==> src/rtl/sbms_pkg.sv <==
// Package for the sparse bit matrix store: sizes, entry layout, controller states
// and the command and status structs that join controller and datapath.
// Depends on nothing.
`timescale 1ns / 1ps
`default_nettype none

package sbms_pkg;

  localparam int NUM_INDICES     = 256;
  localparam int MAX_ENTRIES     = 32;
  localparam int INDEX_BITS      = 8;
  localparam int SLOT_BITS       = $clog2(MAX_ENTRIES);
  localparam int CNT_BITS        = $clog2(MAX_ENTRIES + 1);
  localparam int OFFSET_BITS     = 5;
  localparam int MASK_BITS       = 8;
  localparam int BIT_SEL_BITS    = 3;
  localparam int ENTRY_BITS      = OFFSET_BITS + MASK_BITS;
  localparam int ENTRY_DEPTH     = NUM_INDICES * MAX_ENTRIES;

  localparam logic CMD_SET   = 1'b0;
  localparam logic CMD_CHECK = 1'b1;

  localparam logic STATUS_OK   = 1'b0;
  localparam logic STATUS_FULL = 1'b1;

  typedef struct packed {
    logic [OFFSET_BITS-1:0] offset;
    logic [MASK_BITS-1:0]   mask;
  } entry_t;

  typedef enum logic [3:0] {
    ST_IDLE,
    ST_COUNT_RD,
    ST_COUNT_CAP,
    ST_SEARCH,
    ST_PROBE,
    ST_SHIFT,
    ST_SHIFT_WR,
    ST_FINISH
  } state_t;

  typedef struct packed {
    logic load_item;
    logic cnt_capture;
    logic probe_rd;
    logic probe_eval;
    logic set_full;
    logic start_shift;
    logic shift_rd;
    logic shift_wr;
    logic insert;
    logic out_load;
  } ctrl_cmd_t;

  typedef struct packed {
    logic diag;
    logic is_check;
    logic search_open;
    logic cmp_less;
    logic cmp_greater;
    logic col_full;
    logic shift_more;
    logic out_free;
  } dp_status_t;

endpackage

`default_nettype wire

==> src/rtl/sbms_ctrl.sv <==
// Controller state machine of the sparse bit matrix store.
// Depends on sbms_pkg for the state type and the command and status structs.
`timescale 1ns / 1ps
`default_nettype none

module sbms_ctrl (
  input  wire logic                clk,
  input  wire logic                rst,
  input  wire logic                in_valid,
  output logic                     in_ready,
  input  wire sbms_pkg::dp_status_t sts,
  output sbms_pkg::ctrl_cmd_t      cmd
);

  sbms_pkg::state_t state, state_next;

  always_ff @(posedge clk) begin
    if (rst) begin
      state <= sbms_pkg::ST_IDLE;
    end else begin
      state <= state_next;
    end
  end

  always_comb begin
    state_next = state;
    case (state)
      sbms_pkg::ST_IDLE: begin
        if (in_valid) state_next = sbms_pkg::ST_COUNT_RD;
      end
      sbms_pkg::ST_COUNT_RD:  state_next = sbms_pkg::ST_COUNT_CAP;
      sbms_pkg::ST_COUNT_CAP: begin
        state_next = sts.diag ? sbms_pkg::ST_FINISH : sbms_pkg::ST_SEARCH;
      end
      sbms_pkg::ST_SEARCH: begin
        if (sts.search_open) begin
          state_next = sbms_pkg::ST_PROBE;
        end else if (sts.is_check || sts.col_full) begin
          state_next = sbms_pkg::ST_FINISH;
        end else begin
          state_next = sbms_pkg::ST_SHIFT;
        end
      end
      sbms_pkg::ST_PROBE: begin
        if (sts.cmp_less || sts.cmp_greater) begin
          state_next = sbms_pkg::ST_SEARCH;
        end else begin
          state_next = sbms_pkg::ST_FINISH;
        end
      end
      sbms_pkg::ST_SHIFT: begin
        state_next = sts.shift_more ? sbms_pkg::ST_SHIFT_WR : sbms_pkg::ST_FINISH;
      end
      sbms_pkg::ST_SHIFT_WR: state_next = sbms_pkg::ST_SHIFT;
      sbms_pkg::ST_FINISH: begin
        if (sts.out_free) state_next = sbms_pkg::ST_IDLE;
      end
      default: state_next = sbms_pkg::ST_IDLE;
    endcase
  end

  always_comb begin
    cmd      = '0;
    in_ready = 1'b0;
    case (state)
      sbms_pkg::ST_IDLE: begin
        in_ready      = 1'b1;
        cmd.load_item = in_valid;
      end
      sbms_pkg::ST_COUNT_CAP: cmd.cnt_capture = 1'b1;
      sbms_pkg::ST_SEARCH: begin
        if (sts.search_open) begin
          cmd.probe_rd = 1'b1;
        end else if (!sts.is_check) begin
          if (sts.col_full) begin
            cmd.set_full = 1'b1;
          end else begin
            cmd.start_shift = 1'b1;
          end
        end
      end
      sbms_pkg::ST_PROBE: cmd.probe_eval = 1'b1;
      sbms_pkg::ST_SHIFT: begin
        if (sts.shift_more) begin
          cmd.shift_rd = 1'b1;
        end else begin
          cmd.insert = 1'b1;
        end
      end
      sbms_pkg::ST_SHIFT_WR: cmd.shift_wr = 1'b1;
      sbms_pkg::ST_FINISH:   cmd.out_load = sts.out_free;
      default: cmd = '0;
    endcase
  end

endmodule

`default_nettype wire

==> config.mk <==
export PLATFORM = sky130hd
export DESIGN_NAME = sbms_ctrl
export DESIGN_NICKNAME = d
export VERILOG_FILES = /design/src/rtl/sbms_pkg.sv /design/src/rtl/sbms_ctrl.sv
export SDC_FILE = /design/constraint.sdc
export NUM_CORES = 1
export LEC_CHECK = 0
export ABC_AREA = 1
export BUFFER_PORTS_ARGS = -buffer_cell sky130_fd_sc_hd__buf_2
export CAP_MARGIN = 20
export CELL_PAD_IN_SITES_DETAIL_PLACEMENT = 0
export CELL_PAD_IN_SITES_GLOBAL_PLACEMENT = 1
export CORE_UTILIZATION = 24
export DETAILED_ROUTE_END_ITERATION = 6
export PLACE_DENSITY = 0.79
export SKIP_CTS_REPAIR_TIMING = 1
export SYNTH_ARGS = -nofsm -noshare
export SYNTH_HDL_FRONTEND = slang
export SYNTH_SLANG_ARGS = --single-unit
==> constraint.sdc <==
create_clock -name clk -period 1.1 [get_ports clk]
set_input_delay 0 -clock clk [delete_from_list [all_inputs] [get_ports clk]]
set_output_delay 0 -clock clk [all_outputs]
set_load 0.01 [all_outputs]
==> flow_metrics.tcl, run 1 <==
set metrics [dict create \
    synth_edf_count 0 \
    dieArea_sq_um 1580 \
    reg_top3 "state: 3 flops" \
    fp.dieW_microns 39.8 \
    clock-root-buffer "clkbuf_4" \
    clock_sink_count 3 \
    numCtsBuffers 3 \
    overflow 0 \
    cts_tree "done" \
    setup_viol 5 \
    yosys_warnings 0 \
    grt_max_degree 11 \
    crit_buf_inv 2 \
    synth_largest_area_cell "dfxtp_1" \
    drtPass1Iterations 4 \
    insertedDiodeCount 0 \
    grt_pass1_wl_microns 1250 \
    place.gp.congestion 0.788 \
    routedWlPerCell_microns 9.10 \
    drt_iter0_drc 14 \
    drive_gt1_share_pct 53.5 \
    core_area_sq_um 1320 \
    hold_ws_ps 59.8 \
    synth_flop_cell "dfxtp_1" \
    max_freq_mhz 851 \
    clk_pin_slew_ps 40 \
    grt_pass1_vias 331 \
    async_flop_share_pct 0 \
    min_path_type "in -> reg" \
    ioPinCount 22 \
    clk_path_buf_depth 2 \
    portBuffers 21 \
    nets 98 \
    chipHeight_microns 39.8 \
    routed-via-count 437 \
    dp_slack_ps 92.0 \
    largest_reg_flops 3 \
    min_period_ps 1180 \
    num_rows 13 \
    skew_ps 5.19 \
    avgViaCountPerCell 4.33 \
    seq_area_frac_synth_pct 17.5 \
    synth_nets 66 \
    synthTopCellsByArea "dfxtp_1, nand3_1, inv_1" \
    start_kind "flop" \
    rsz0062_at_grt "true" \
    cp_max_fo 3 \
    reg2reg_depth 7 \
    hold_depth 4 \
    required_ps 1100 \
    cts.htree.levels 1 \
    slew_violations 0 \
    power_density_nw_per_um2 1470 \
    critical_path.top_delay_family "simple AND/OR/NAND/NOR gates" \
    period_share_pct 107 \
    status "complete, but fails checks" \
    syn2layout_area_growth_pct 63.1 \
    tightest_slew_ps 158 \
    ys_ff_latch 3 \
    synth_top_area_share_pct 17.5 \
    crit_chain "buf_6 -> nor2_4 -> nand3_2 -> nor3b_2 -> buf_2" \
    slowest_stage "dfxtp_2" \
    violations "negative setup slack" \
    p_leak_nw 0.339 \
    drc 0 \
    syn_area_sq_um 343 \
    clk_latency_ps 240 \
    postRouteAntennaNets 0 \
    start_util_pct 26.0 \
    routed_wl_microns 919 \
    max-cap-violations 0 \
    syn_area_per_cell_sq_um 6.23 \
    vdd_drop_max_uv 553 \
    slew_headroom_pct 89.4 \
    synth_common_cells "inv_1, nor2_1, nand3_1" \
    netlist_instances 55 \
    dp_hpwl_microns 706 \
    final.setup.worst_slack_ps -75.4 \
    track_usage_pct 12.3 \
    cp.arrival_ps 1180 \
    path_class "reg -> out" \
    hold_viol 0 \
    largest-register "state" \
    antenna_found_initial 0 \
    cp-end-kind "output port" \
    path_depth 5 \
    synth.distinct_cells 16 \
    max_stage_delay_ps 320 \
]
==> final cells by class <==
| class | count | area [sq um] |
|---|---|---|
| well taps | 15 | 18.8 |
| flip-flops and latches | 3 | 63.8 |
| inverters | 12 | 45.0 |
| clock buffers | 4 | 26.3 |
| repair buffers | 30 | 191 |
| fillers | 145 | 758 |
| multi-input cells | 37 | 214 |
==> power breakdown <==
part	switching, mW	leakage [nW]	total [mW]	internal, mW
sequential	0.0251	0.0258	0.163	0.138
clock	0.0704	0.0150	0.207	0.137
combinational	0.236	0.299	0.451	0.215
total	0.332	0.339	0.822	0.490
==> path summary, 6_finish.rpt <==
| check | start | to | slack (ps) |
|---|---|---|---|
| max | state[2] | cmd[5] | -80 |
| min | sts[0] | state[2] | 60 |
| max reg2reg | state[2] | state[2] | 60 |
| min reg2reg | state[0] | state[2] | 650 |
==> layer usage <==
metal / track usage (%) / vias to the layer above / part of all wire (%)
met5: 0 / - / 0
met4: 10.3 / 0 / 0
met3: 1.70 / 0 / 7.1
met2: 20.1 / 22 / 48
met1: 13.7 / 179 / 45
li1: - / 236 / -
==> worst reg2reg max path: stages (launching register included) <==
cell and delay [ps]:
dfxtp_2 320, buf_4 160, nor2_4 110, buf_4 110, nand3_1 50, nand2_1 80, nor2_1 40, a21oi_1 100
==> metrics by stage <==
stage	std cells	TNS, ps	utilization, %	power (mW)	area, sq um
detailed placement	93	0	36.7	0.561	483
floorplan	55	0	-	0.434	343
finish	101	-181	42.5	0.822	559
global route	101	-656	42.5	0.888	559
CTS	97	-317	38.7	0.770	509
global placement	93	0	36.7	0.559	483
==> layout by cell type (no fill, tap or decap), types with 2 or more instances in the layout <==
cell type  Yosys  final
a21oi_1        3      3
buf_2          0     21
buf_4          0      6
clkbuf_4       0      3
dfxtp_2        0      3
inv_1          9      9
inv_2          3      3
nand2_1        6      6
nand3_1        8      7
nand3_2        1      2
nand4_1        2      2
nor2_1         9      9
nor2_4         2      2
==> cell families (layout without fill, tap and decap cells) <==
| group | Yosys count | count (layout) | synth area share [%] |
|---|---|---|---|
| AND/OR/NAND/NOR | 34 | 34 | 55.1 |
| buffers and inverters | 15 | 46 | 23.0 |
| AO/OA/AOI/OAI | 3 | 3 | 4.38 |
| flip-flops | 3 | 3 | 17.5 |
Note: power is estimated with default switching activity, not from simulation.
==> inputs of run 2 (changes only) <==
--- a/config.mk
+++ b/config.mk
@@ -10,9 +10,10 @@
 export CAP_MARGIN = 20
 export CELL_PAD_IN_SITES_DETAIL_PLACEMENT = 0
 export CELL_PAD_IN_SITES_GLOBAL_PLACEMENT = 1
-export CORE_UTILIZATION = 24
+export CORE_UTILIZATION = 26
+export CTS_BUF_LIST = sky130_fd_sc_hd__clkbuf_8
 export DETAILED_ROUTE_END_ITERATION = 6
-export PLACE_DENSITY = 0.79
+export PLACE_DENSITY = 0.84
 export SKIP_CTS_REPAIR_TIMING = 1
 export SYNTH_ARGS = -nofsm -noshare
 export SYNTH_HDL_FRONTEND = slang
==> flow_metrics.tcl, run 2 (same netlist as run 1, synthesis figures left out) <==
set metrics [dict create \
    max_freq_mhz 911 \
    largest_reg_flops 3 \
    hold_viol 0 \
    rsz0062_at_grt "true" \
    numCtsBuffers 3 \
    slew_violations 0 \
    track_usage_pct 13.6 \
    rrSetupSlack_ps 110 \
    fp.dieW_microns 38.3 \
    path_depth 4 \
    drtPass1Iterations 3 \
    crit_chain "buf_6 -> nand3_4 -> nor3b_2 -> buf_2" \
    critical_path.top_delay_family "flip-flops" \
    r2r_start "state[0]" \
    start_kind "flop" \
    setup_viol 0 \
    tightest_slew_ps 157 \
    period_share_pct 99.8 \
    drt_iter0_drc 15 \
    vdd_drop_max_uv 1080 \
    drc 0 \
    layout_commonest_cell "buf_2" \
    power_uw 944 \
    cp-end-kind "output port" \
    core_area_sq_um 1170 \
    clk_latency_ps 220 \
    crit_buf_inv 2 \
    fillerInstances 132 \
    clk_pin_slew_ps 30 \
    postRouteAntennaNets 0 \
    routed-via-count 445 \
    avgViaCountPerCell 4.49 \
    ioPinCount 22 \
    start_util_pct 29.3 \
    mostFrequentLayoutCells "buf_2, inv_1, nor2_1, nand3_1, nand2_1" \
    syn2layout_area_growth_pct 69.7 \
    cp-endpoint "cmd[5]" \
    setup.worst_path.start "state[1]" \
    num_rows 12 \
    slew_headroom_pct 89.4 \
    overflow 0 \
    grt_pass1_vias 335 \
    final_cell_area_sq_um 582 \
    clk_path_buf_depth 2 \
    skew_ps 2.78 \
    nets 97 \
    max_stage_delay_ps 360 \
    cp.arrival_ps 1100 \
    largest-register "state" \
    antenna_found_initial 0 \
    status "finished, final reports clean" \
    worstReg2RegEnd "state[1]" \
    dp_hpwl_microns 704 \
    grt_pass1_wl_microns 1320 \
    power_density_nw_per_um2 1620 \
    required_ps 1100 \
    place.gp.congestion 0.733 \
    dieArea_sq_um 1470 \
    clock_sink_count 3 \
    clock-root-buffer "clkbuf_8" \
    routedWlPerCell_microns 9.46 \
    cts.htree.levels 1 \
    portBuffers 21 \
    p_leak_nw 0.348 \
    dpl_cell_area_sq_um 487 \
    min_path_type "in -> reg" \
    path_class "reg -> out" \
    chipHeight_microns 38.3 \
    reg_top3 "state: 3 flops" \
    final_core_util_pct 49.7 \
    insertedDiodeCount 0 \
    cts_tree "done" \
    slowest_stage "dfxtp_4" \
    reg2reg_depth 6 \
    max-cap-violations 0 \
    grt_max_degree 11 \
    cp_max_fo 6 \
    drive_gt1_share_pct 52.9 \
    routed_wl_microns 937 \
    min_period_ps 1100 \
]
-- run 2: worst min path at each step --
stage | slack [ps] | startpoint | end | depth (start not counted)
after floorplan | 30 | sts[6] | cmd[5] | 1
after global placement | 200 | rst | state[2] | 2
after detailed placement | 200 | rst | state[2] | 2
after CTS | -30 | rst | state[2] | 2
after global routing | 120 | sts[0] | state[2] | 4
final | 80 | sts[0] | state[2] | 4
-- run 2: worst min-delay path, cell delays in order --
cell and delay [ps]:
buf_2 70, inv_1 40, nand4_2 80, a21oi_1 60
-- run 2: area by class of cell --
| class | instances | area, sq um | area share (%) |
|---|---|---|---|
| Sequential cell | 3 | 68.8 | 11.8 |
| Multi-Input combinational cell | 37 | 221 | 38.1 |
| Inverter | 12 | 45.0 | 7.74 |
| Timing Repair Buffer | 29 | 184 | 31.6 |
| Tap cell | 14 | 17.5 | 3.01 |
| Clock inverter | 1 | 3.75 | 0.645 |
| Clock buffer | 3 | 41.3 | 7.10 |
-- run 2: stage by stage --
stage	setup WS, ps	instances	hold slack [ps]	setup TNS [ps]
4_1_cts	-112	95	-34.6	-221
2_1_floorplan	131	55	33.0	0
5_1_grt	-63.1	99	124	-196
3_5_place_dp	122	91	196	0
3_3_place_gp	124	91	202	0
6_report	2.10	99	81.9	0
-- run 2: layer usage --
layer  GRT usage [%]  wire length (microns)  vias up
met1            15.8                    431      192
li1                -                      -      233
met2            22.0                    435       18
met5               0                      0        -
met4            8.04                     20        0
met3            3.49                     50        2
-- run 2: power by group --
group	leakage, nW	switching [mW]	internal, mW
Combinational	0.294	0.228	0.205
Sequential	0.0264	0.0378	0.142
Clock	0.0269	0.0914	0.239
Total	0.348	0.357	0.587
==> inputs of run 3 (changes only) <==
--- a/config.mk
+++ b/config.mk
@@ -6,7 +6,7 @@
 export NUM_CORES = 1
 export LEC_CHECK = 0
 export ABC_AREA = 1
-export BUFFER_PORTS_ARGS = -buffer_cell sky130_fd_sc_hd__buf_2
+export BUFFER_PORTS_ARGS = -buffer_cell sky130_fd_sc_hd__clkbuf_2
 export CAP_MARGIN = 20
 export CELL_PAD_IN_SITES_DETAIL_PLACEMENT = 0
 export CELL_PAD_IN_SITES_GLOBAL_PLACEMENT = 1
==> flow_metrics.tcl, run 3 (same netlist as run 1, synthesis figures left out) <==
set metrics [dict create \
    power_uw 910 \
    routed_wl_microns 914 \
    portBuffers 21 \
    violations "negative setup slack" \
    numCtsBuffers 3 \
    clock_sink_count 3 \
    cp_max_fo 8 \
    drc 0 \
    clk_latency_ps 210 \
    power_density_nw_per_um2 1580 \
    crit_chain "buf_12 -> nor2_4 -> nand3_2 -> nor3b_2 -> buf_2" \
    antenna_found_initial 0 \
    largest_reg_flops 3 \
    min_period_ps 1150 \
    syn2layout_area_growth_pct 67.5 \
    postRouteAntennaNets 0 \
    cp-end-kind "output port" \
    hold_ws_ps 103 \
    start_util_pct 29.3 \
    largest-register "state" \
    crit_buf_inv 2 \
    dieArea_sq_um 1470 \
    critical_path.top_delay_family "simple AND/OR/NAND/NOR gates" \
    fp.dieW_microns 38.3 \
    hold_viol 0 \
    drt_iter0_drc 12 \
    overflow 0 \
    rsz0062_at_grt "true" \
    dp_hpwl_microns 660 \
    slew_violations 0 \
    period_share_pct 104 \
    clk_path_buf_depth 2 \
    layout_commonest_cell "clkbuf_2" \
    fillerInstances 122 \
    reg_top3 "state: 3 flops" \
    ioPinCount 22 \
    clock-root-buffer "clkbuf_8" \
    num_rows 12 \
    grt_pass1_wl_microns 1260 \
    cp.arrival_ps 1150 \
    avgViaCountPerCell 4.37 \
    skew_ps 2.31 \
    grt_max_degree 11 \
    routed-via-count 433 \
    cts.htree.levels 1 \
    drtPass1Iterations 4 \
    vdd_drop_max_uv 790 \
    core_area_sq_um 1170 \
    insertedDiodeCount 0 \
    clk_pin_slew_ps 30 \
    slowest_stage "dfxtp_2" \
    mostFrequentLayoutCells "clkbuf_2, inv_1, nor2_1, buf_2, nand3_1" \
    max-cap-violations 0 \
    grt_pass1_vias 334 \
    tightest_slew_ps 164 \
    max_stage_delay_ps 320 \
    place.gp.congestion 0.815 \
    drive_gt1_share_pct 52.9 \
    path_class "reg -> out" \
    min_path_type "in -> reg" \
    cts_tree "done" \
    setup_viol 1 \
    chipHeight_microns 38.3 \
    required_ps 1100 \
    max_freq_mhz 873 \
    status "complete, but fails checks" \
    routedWlPerCell_microns 9.23 \
    p_leak_nw 0.345 \
    track_usage_pct 12.5 \
    final.setup.worst_slack_ps -45.7 \
    nets 97 \
    slew_headroom_pct 89.0 \
    start_kind "flop" \
]
run 3: changes by cell type in the layout (fill, tap and decap cells not counted), sizes merged:
cell	before	now
clkbuf	3	16
buf	28	15
run 3: path summary, 6_finish.rpt:
path / from / end / slack (ps) / cells past startpoint
worst max-delay path: state[2] / cmd[5] / -50 / 5
worst min-delay path: sts[0] / state[0] / 100 / 4
worst max register to register: state[2] / state[2] / 10 / 6
worst min register to register: state[0] / state[0] / 600 / 2
run 3: where the power goes:
group	switching (mW)	leakage (nW)	internal, mW
clock network	0.0709	0.0269	0.237
logic	0.213	0.292	0.199
registers	0.0465	0.0264	0.143
total	0.330	0.345	0.579
run 3: stage by stage:
step	instances	cell area (sq um)	setup TNS [ps]	setup WS, ps	util [%]
finish	99	574	-45.7	-45.7	49.0
global route	99	574	-358	-116	49.0
CTS	94	512	-792	-191	43.7
detailed placement	90	467	-7.00	-7.00	39.9
global placement	90	467	0	21.2	39.9
floorplan	55	343	0	131	-
run 3: worst reg2reg max path, stage by stage (launching register included):
cell and delay, ps:
dfxtp_2 320, buf_12 130, buf_4 130, nand3_1 90
nand3_1 100, nor2_1 120, a21oi_1 80
run 3: final cells by class:
class	instances	area [sq um]	area share [%]
multi-input combinational	37	214	37.3
timing repair buffer	29	184	32.0
sequential	3	68.8	12.0
inverter	12	45.0	7.84
clock buffer	3	41.3	7.19
tap	14	17.5	3.05
clock inverter	1	3.75	0.654
run 3: routing by layer:
metal / track usage [%] / vias up / share of wire [%]
li1: - / 236 / -
met3: 3.49 / 0 / 5.6
met5: 0 / - / 0
met2: 21.2 / 15 / 52
met1: 14.5 / 182 / 43
met4: 5.36 / 0 / 0
